$ cat config.mk
export PLATFORM = sky130hd
export DESIGN_NAME = two_class_ticket_queue
export DESIGN_NICKNAME = d
export VERILOG_FILES = /design/src/sv/tcq_pkg.sv /design/src/sv/tcq_ctrl.sv /design/src/sv/tcq_dp.sv /design/src/sv/two_class_ticket_queue.sv
export SDC_FILE = /design/constraint.sdc
export NUM_CORES = 1
export LEC_CHECK = 0
export BUFFER_PORTS_ARGS = -buffer_cell sky130_fd_sc_hd__buf_4
export CORE_UTILIZATION = 45
export DETAILED_ROUTE_END_ITERATION = 6
export GPL_TIMING_DRIVEN = 0
export PLACE_DENSITY = 0.61
export REMOVE_ABC_BUFFERS = 1
export SLEW_MARGIN = 40
export SYNTH_ARGS = -nofsm -noshare
export SYNTH_HDL_FRONTEND = slang
export SYNTH_HIERARCHICAL = 1
export SYNTH_SLANG_ARGS = --single-unit
$ cat constraint.sdc
create_clock -name i_clk -period 10.7 [get_ports i_clk]
set_input_delay 3.21 -clock i_clk [delete_from_list [all_inputs] [get_ports i_clk]]
set_output_delay 3.21 -clock i_clk [all_outputs]
set_load 0.01 [all_outputs]
$ cat src/sv/tcq_pkg.sv
// Shared codes and interface types of the two-class ticket queue.
package tcq_pkg;

    // Action codes carried on the action input.
    localparam logic [2:0] ACT_ISSUE      = 3'd0;
    localparam logic [2:0] ACT_INSERT     = 3'd1;
    localparam logic [2:0] ACT_POP_HEAD   = 3'd2;
    localparam logic [2:0] ACT_POP_NORMAL = 3'd3;
    localparam logic [2:0] ACT_POP_PREF   = 3'd4;

    // Result status codes.
    localparam logic [1:0] ST_DONE = 2'd0;
    localparam logic [1:0] ST_MISS = 2'd1;
    localparam logic [1:0] ST_FULL = 2'd2;

    // Ticket classes.
    localparam logic CLS_NORMAL = 1'b0;
    localparam logic CLS_PREF   = 1'b1;

    // Commands from the controller to the datapath.
    typedef struct packed {
        logic       load;    // capture operands and build the match vector
        logic       head;    // match every held slot
        logic       want;    // class to match when head is low
        logic       exec;    // commit the captured action this cycle
        logic       push;    // enqueue a ticket at the tail
        logic       issue;   // pushed number comes from the issue counter
        logic       pop;     // remove the first matching slot
        logic [1:0] status;  // status code reported with the result
    } t_ctrl_cmd;

    // Status from the datapath to the controller.
    typedef struct packed {
        logic full;   // every slot is held
        logic found;  // the match vector has at least one bit set
    } t_dp_stat;

endpackage

$ cat src/sv/tcq_ctrl.sv
// Controller state machine of the two-class ticket queue.
module tcq_ctrl (
    input  logic              i_clk,
    input  logic              i_rst_n,
    input  logic              start,
    input  logic [2:0]        i_action,
    input  tcq_pkg::t_dp_stat i_stat,
    output tcq_pkg::t_ctrl_cmd o_cmd,
    output logic              busy,
    output logic              o_valid
);
    import tcq_pkg::*;

    localparam logic S_IDLE = 1'b0;
    localparam logic S_EXEC = 1'b1;

    logic       r_state;
    logic       n_state;
    logic [2:0] r_act;
    logic       r_valid;
    logic       accept;
    logic       is_push;
    logic       is_pop;
    logic       push_ok;
    logic       pop_ok;

    assign busy    = (r_state == S_EXEC);
    assign o_valid = r_valid;
    assign accept  = start && !busy;

    assign is_push = (r_act == ACT_ISSUE) || (r_act == ACT_INSERT);
    assign is_pop  = (r_act == ACT_POP_HEAD) || (r_act == ACT_POP_NORMAL) ||
                     (r_act == ACT_POP_PREF);
    assign push_ok = is_push && !i_stat.full;
    assign pop_ok  = is_pop && i_stat.found;

    always_comb begin
        o_cmd        = '0;
        o_cmd.load   = accept;
        o_cmd.head   = (i_action == ACT_POP_HEAD);
        o_cmd.want   = (i_action == ACT_POP_PREF) ? CLS_PREF : CLS_NORMAL;
        o_cmd.exec   = busy;
        o_cmd.push   = busy && push_ok;
        o_cmd.issue  = (r_act == ACT_ISSUE);
        o_cmd.pop    = busy && pop_ok;
        if (is_push && i_stat.full) begin
            o_cmd.status = ST_FULL;
        end else if (push_ok || pop_ok) begin
            o_cmd.status = ST_DONE;
        end else begin
            o_cmd.status = ST_MISS;
        end
    end

    always_comb begin
        unique case (r_state)
            S_IDLE:  n_state = accept ? S_EXEC : S_IDLE;
            S_EXEC:  n_state = S_IDLE;
            default: n_state = S_IDLE;
        endcase
    end

    always_ff @(posedge i_clk) begin
        if (!i_rst_n) begin
            r_state <= S_IDLE;
            r_valid <= 1'b0;
        end else begin
            r_state <= n_state;
            r_valid <= busy;
        end
    end

    always_ff @(posedge i_clk) begin
        if (accept) begin
            r_act <= i_action;
        end
    end

    a_accept_busy: assert property (@(posedge i_clk) disable iff (!i_rst_n)
        (start && !busy) |=> busy)
        else $error("accepted transfer did not enter execution");

    a_exec_result: assert property (@(posedge i_clk) disable iff (!i_rst_n)
        busy |=> (o_valid && !busy))
        else $error("execution did not produce exactly one result");

    a_no_both: assert property (@(posedge i_clk) disable iff (!i_rst_n)
        !(o_cmd.push && o_cmd.pop))
        else $error("push and pop commanded together");

endmodule

$ cat src/sv/tcq_dp.sv
// Datapath of the two-class ticket queue: slot row, match vector and result registers.
module tcq_dp #(
    parameter int QUEUE_DEPTH = 16,
    parameter int NUMBER_BITS = 16
) (
    input  logic                             i_clk,
    input  logic                             i_rst_n,
    input  tcq_pkg::t_ctrl_cmd               i_cmd,
    input  logic                             i_ticket_class,
    input  logic [NUMBER_BITS-1:0]           i_ticket_number,
    output tcq_pkg::t_dp_stat                o_stat,
    output logic [1:0]                       o_status,
    output logic                             o_out_class,
    output logic [NUMBER_BITS-1:0]           o_out_number,
    output logic [$clog2(QUEUE_DEPTH+1)-1:0] o_occupancy
);
    import tcq_pkg::*;

    localparam int CW = $clog2(QUEUE_DEPTH + 1);
    localparam int IW = $clog2(QUEUE_DEPTH);

    logic [QUEUE_DEPTH-1:0] r_cls;
    logic [NUMBER_BITS-1:0] r_num [QUEUE_DEPTH];
    logic [CW-1:0]          r_count;
    logic [CW-1:0]          n_count;
    logic [NUMBER_BITS-1:0] r_ctr;
    logic [QUEUE_DEPTH-1:0] r_match;
    logic                   r_in_cls;
    logic [NUMBER_BITS-1:0] r_in_num;

    logic [1:0]             r_status;
    logic                   r_out_cls;
    logic [NUMBER_BITS-1:0] r_out_num;
    logic [CW-1:0]          r_occ;

    logic [QUEUE_DEPTH-1:0] first;
    logic [QUEUE_DEPTH-1:0] at_or_after;
    logic                   sel_cls;
    logic [NUMBER_BITS-1:0] sel_num;
    logic [NUMBER_BITS-1:0] push_num;
    logic                   res_cls;
    logic [NUMBER_BITS-1:0] res_num;

    assign o_stat.full  = (r_count == CW'(QUEUE_DEPTH));
    assign o_stat.found = |r_match;

    // Isolate the oldest matching slot and mark it and every younger slot.
    assign first       = r_match & (~r_match + QUEUE_DEPTH'(1));
    assign at_or_after = ~(first - QUEUE_DEPTH'(1));

    always_comb begin
        sel_num = '0;
        for (int i = 0; i < QUEUE_DEPTH; i++) begin
            sel_num = sel_num | (r_num[i] & {NUMBER_BITS{first[i]}});
        end
    end
    assign sel_cls = |(first & r_cls);

    assign push_num = i_cmd.issue ? (r_ctr + NUMBER_BITS'(2)) : r_in_num;

    always_comb begin
        n_count = r_count;
        res_cls = 1'b0;
        res_num = '0;
        if (i_cmd.push) begin
            n_count = r_count + CW'(1);
            res_cls = r_in_cls;
            res_num = push_num;
        end else if (i_cmd.pop) begin
            n_count = r_count - CW'(1);
            res_cls = sel_cls;
            res_num = sel_num;
        end
    end

    always_ff @(posedge i_clk) begin
        if (!i_rst_n) begin
            r_count <= '0;
            r_ctr   <= '0;
        end else if (i_cmd.exec) begin
            r_count <= n_count;
            if (i_cmd.push && i_cmd.issue) begin
                r_ctr <= r_ctr + NUMBER_BITS'(1);
            end
        end
    end

    always_ff @(posedge i_clk) begin
        if (i_cmd.load) begin
            r_in_cls <= i_ticket_class;
            r_in_num <= i_ticket_number;
            for (int i = 0; i < QUEUE_DEPTH; i++) begin
                r_match[i] <= (CW'(i) < r_count) && (i_cmd.head || (r_cls[i] == i_cmd.want));
            end
        end
        if (i_cmd.push) begin
            r_cls[r_count[IW-1:0]] <= r_in_cls;
            r_num[r_count[IW-1:0]] <= push_num;
        end else if (i_cmd.pop) begin
            for (int i = 0; i < QUEUE_DEPTH - 1; i++) begin
                if (at_or_after[i]) begin
                    r_cls[i] <= r_cls[i+1];
                    r_num[i] <= r_num[i+1];
                end
            end
        end
        if (i_cmd.exec) begin
            r_status  <= i_cmd.status;
            r_out_cls <= res_cls;
            r_out_num <= res_num;
            r_occ     <= n_count;
        end
    end

    assign o_status     = r_status;
    assign o_out_class  = r_out_cls;
    assign o_out_number = r_out_num;
    assign o_occupancy  = r_occ;

    a_pop_count: assert property (@(posedge i_clk) disable iff (!i_rst_n)
        i_cmd.pop |=> (r_count == $past(r_count) - CW'(1)))
        else $error("pop did not shrink the queue by one");

    a_push_count: assert property (@(posedge i_clk) disable iff (!i_rst_n)
        i_cmd.push |=> (r_count == $past(r_count) + CW'(1)))
        else $error("push did not grow the queue by one");

    a_bound: assert property (@(posedge i_clk) disable iff (!i_rst_n)
        i_cmd.exec |=> (r_count <= CW'(QUEUE_DEPTH)))
        else $error("held count exceeds queue depth");

endmodule

$ cat src/sv/two_class_ticket_queue.sv
// Top level of the two-class ticket queue: controller plus datapath.
//
// A bounded queue of tickets kept in arrival order; each ticket carries a class
// (normal or preferential) and a number. A command transfer is taken at a rising
// edge with start high and busy low. On that edge the operands are captured and
// a per-slot match vector (held slots of the wanted class, or all held slots for
// a head removal) is registered. On the next edge busy is high and the action
// commits: a push writes the tail slot, a removal picks the oldest matching slot
// by find-first and shifts every younger slot down by one, so arrival order is
// kept. The result appears for exactly one cycle after that, marked by o_valid,
// and the receiver cannot hold it off. Every command therefore passes
// through the match register and then the commit step; a new command
// may be started in the cycle that the previous result is shown. A full queue
// rejects issue and insert with status 2 and leaves the issue counter alone; an
// empty queue, a missing class or an unused action code reports status 1. When
// the status is not 0 the ticket class and number outputs are zero. o_occupancy
// gives the number of tickets held after the action.
module two_class_ticket_queue #(
    parameter int QUEUE_DEPTH = 16,
    parameter int NUMBER_BITS = 16
) (
    input  logic                             i_clk,
    input  logic                             i_rst_n,
    input  logic                             start,
    output logic                             busy,
    input  logic [2:0]                       i_action,
    input  logic                             i_ticket_class,
    input  logic [NUMBER_BITS-1:0]           i_ticket_number,
    output logic                             o_valid,
    output logic [1:0]                       o_status,
    output logic                             o_out_class,
    output logic [NUMBER_BITS-1:0]           o_out_number,
    output logic [$clog2(QUEUE_DEPTH+1)-1:0] o_occupancy
);
    import tcq_pkg::*;

    // Commands flow from the controller; full and found flow back.
    t_ctrl_cmd cmd;
    t_dp_stat  stat;

    tcq_ctrl u_ctrl (
        .i_clk    (i_clk),
        .i_rst_n  (i_rst_n),
        .start    (start),
        .i_action (i_action),
        .i_stat   (stat),
        .o_cmd    (cmd),
        .busy     (busy),
        .o_valid  (o_valid)
    );

    // The datapath holds the slot row, the issue counter and the result registers.
    tcq_dp #(
        .QUEUE_DEPTH (QUEUE_DEPTH),
        .NUMBER_BITS (NUMBER_BITS)
    ) u_dp (
        .i_clk           (i_clk),
        .i_rst_n         (i_rst_n),
        .i_cmd           (cmd),
        .i_ticket_class  (i_ticket_class),
        .i_ticket_number (i_ticket_number),
        .o_stat          (stat),
        .o_status        (o_status),
        .o_out_class     (o_out_class),
        .o_out_number    (o_out_number),
        .o_occupancy     (o_occupancy)
    );

endmodule
==> run metrics <==
register area share after synthesis=0.604; Die H=198 µm; Post-Syn Area=around 0.017 mm²; hold slack=between 0.5 and 0.6 ns; FP Rows=just over 70; outcome=completed; worst setup path start=u_dp/r_count[1]; post_cts resized=0; global route total overflow=0; CP Launch Type=flip-flop; pwr/cell area=159 mW/mm²; Post-synth EDFFs=about 330; initial antenna violation count=0; Sink Count=about 360; Slew HR=0.412; Reg clk slew, reported paths=roughly 0.060 ns; Yosys reg bits=355; max-slew violations=0; RSZ-0062 raised after global routing=no; clock latency on the worst-skew pair=0.55 ns; sw power=~730 µW; Critical Path RT=11.00 ns; sequential share of power=0.513; final WL=between 40000 and 50000 µm; Most used DFF post-synth=edfxtp_1; clock share of power=0.411; Fmax=196 MHz; critical path's top delay family=buffers and inverters; Detail Route Antenna Nets=0; Max Cap Violations=0; Finished Cell Area=0.0198 mm²; vias in the first global route=12000; Critical Path Most Common Cell=buf_2; largest net degree at the start of global routing=36; ant diodes=0; FILL cells=about 3300; clk_skew=0.0242 ns; dpl ws=5.69 ns; Die Wd=roughly 200 µm; CP Buf/Inv Count=12; hold buffers post-CTS=0; Yosys cell types=68; Worst path slowest cell=dfxtp_1; Final WS setup=5.60 ns; Global Route Usage Sum=0.250; CTS tree=built; mean area per synthesized cell=10.6 µm²; die area=0.0392 mm²; placed inst area=approximately 0.019 mm²; GPL Wtd Cong=0.867; CP cell instances=inv_1 -> ha_1 -> and3_1 -> nor4b_2 -> buf_2 -> buf_2 -> buf_2 -> buf_2 -> buf_2 -> buf_2 -> buf_2 -> buf_2 -> buf_2 -> inv_1 -> nand2_4 -> a21o_1 -> o21ai_4 -> buf_8; DRT Pass-1 Iters=6; Peak VDD IR=around 120 µV; Syn. warnings=6; cells after synthesis=1637; total CTS buffers=40; Port Buffer Count=48; Crit Path Max Fanout=19; period utilisation layout=0.476; CTS H-Tree Depth=2; DP HPWL=34700 µm; Crit. End Element=flip-flop; Hold Crit Class=reg -> reg; area delta synth->final=14.6%; first-pass GRT wire length=roughly 73000 µm; Worst path max stage delay=0.59 ns; final core occ=0.525; Logic pwr share=0.076; post-synth top area cell=edfxtp_1; Power Total=roughly 3.1 mW; Yosys top cell area share=0.577; Hold Violations, Final=0; Hold Path Origin=u_dp/r_num[3][14]; I/O Pins=around 50; endpoints failing setup=0; sw frac=0.233; Core ar.=0.0378 mm²; layout cells sized above 1=0.124; Synth async-reset ratio=0; Detailed Route Iter0 Violations=1500; post-DR vias/cell=5.93; clock root buffer=clkbuf_16; Pint=2.41 mW; reg2reg start=u_dp/r_count[1]; maximum buffer depth of the clock tree=3; starting density of the core=0.458; Post-route DRC=0; post-layout minimum cycle time=5.10 ns; Worst Tran Pin Value=0.879 ns; Vias=about 13000; leakage power=6.42 nW; top area cells in the synthesized netlist=edfxtp_1 58%, o21ai_0 7.4%, nand2_1 5.8%; nets=1679; Setup CP Type=reg -> reg; Post-CTS Setup Inserts=0; wire per inst=21.8 µm; WP data arrival=5.39 ns
synthesized netlist by cell type (all sizes together) (31+ instances only):
cell type,instances
o21ai,273
inv,41
clkbuf,91
buf,31
a21oi,95
nor2,123
nand2,268
xnor2,34
a221oi,31
a22oi,38
edfxtp,332
worst register-to-register path, delay by kind of cell, from the launching register on:
| family | cells | cell delay [ns] |
|---|---|---|
| and+or+nand+nor | 3 | 1.18 |
| buffers and inverters | 12 | 2.29 |
| AOI/OAI and AO/OA | 2 | 0.46 |
| DFF | 1 | 0.59 |
| adders and majority gates | 1 | 0.33 |
area by class of cell:
cell class	count	area (µm²)	area share
clock inverters	7	65.1	0.00329
inverters	41	154	0.00777
clock buffers	65	1140	0.0574
flip-flops and latches	355	10400	0.527
multi-input cells	1119	6620	0.334
repair buffers	92	759	0.0384
well taps	511	639	0.0323
per-stage QoR:
| step | setup TNS, ns | instances |
|---|---|---|
| 2_1_floorplan | 0 | 1515 |
| 3_3_place_gp | -4772.50 | 2074 |
| 3_5_place_dp | 0 | 2117 |
| 4_1_cts | 0 | 2189 |
| 5_1_grt | 0 | 2190 |
| 6_report | 0 | 2190 |
metal layers:
layer | track usage | up-vias | part of all wire
met5 | 0 | - | 0
met1 | 0.361 | 6247 | 0.44
met2 | 0.387 | 562 | 0.45
li1 | - | 6090 | -
met4 | 0.0698 | 0 | 0.024
met3 | 0.0419 | 79 | 0.088
layout by cell type, fill, tap and decap left out, types with 23 or more instances in the layout:
cell type,instances
edfxtp_1,332
nand2_1,266
o21ai_0,240
nor2_1,107
a21oi_1,90
buf_4,52
clkbuf_16,41
inv_1,41
a22oi_1,38
xnor2_1,34
a221oi_1,31
and2_1,23
buf_2,23
power by group through the flow:
| stage | clock network [mW] | registers (mW) | logic [mW] |
|---|---|---|---|
| after detailed placement | 0 | 1.64 | 0.236 |
| after CTS | 1.31 | 1.61 | 0.237 |
| after floorplan | 0 | 1.63 | 0.136 |
| after global routing | 1.36 | 1.62 | 0.266 |
| after global placement | 0 | 1.65 | 0.206 |
| final | 1.29 | 1.61 | 0.240 |
state kept, by name, summed over array words and instances (netlist names):
name	cells
u_dp/o_out_number	16
u_ctrl/r_act	3
u_dp/o_occupancy	5
u_dp/r_count	5
u_dp/r_in_num	16
u_dp/r_cls	16
u_dp/r_ctr	16
u_dp/r_match	16
u_dp/r_in_cls	1
u_dp/o_out_class	1
u_dp/o_status	2
u_dp/r_num	256
u_ctrl/o_valid	1
u_ctrl/busy	1
logic make-up (layout without fill, tap and decap cells):
family                     count (synthesis)  after routing  synth area share
AOI/OAI and AO/OA                        533            533             0.186
and+or+nand+nor                          525            525             0.138
DFF                                      355            355             0.604
muxes                                      4              4           0.00232
adders and majority gates                  7              7           0.00507
buffers and inverters                    163            205            0.0394
xor gates and xnor gates                  50             50            0.0253
worst paths after layout:
path,cells past startpoint,to,slack [ns]
max,18,u_dp/r_num[14][6],5.60
min,2,u_dp/r_num[2][14],0.55
min reg2reg,2,u_dp/r_num[2][14],0.55
max reg2reg,18,u_dp/r_num[14][6],5.60
Note: power is estimated with default switching activity, not from simulation.
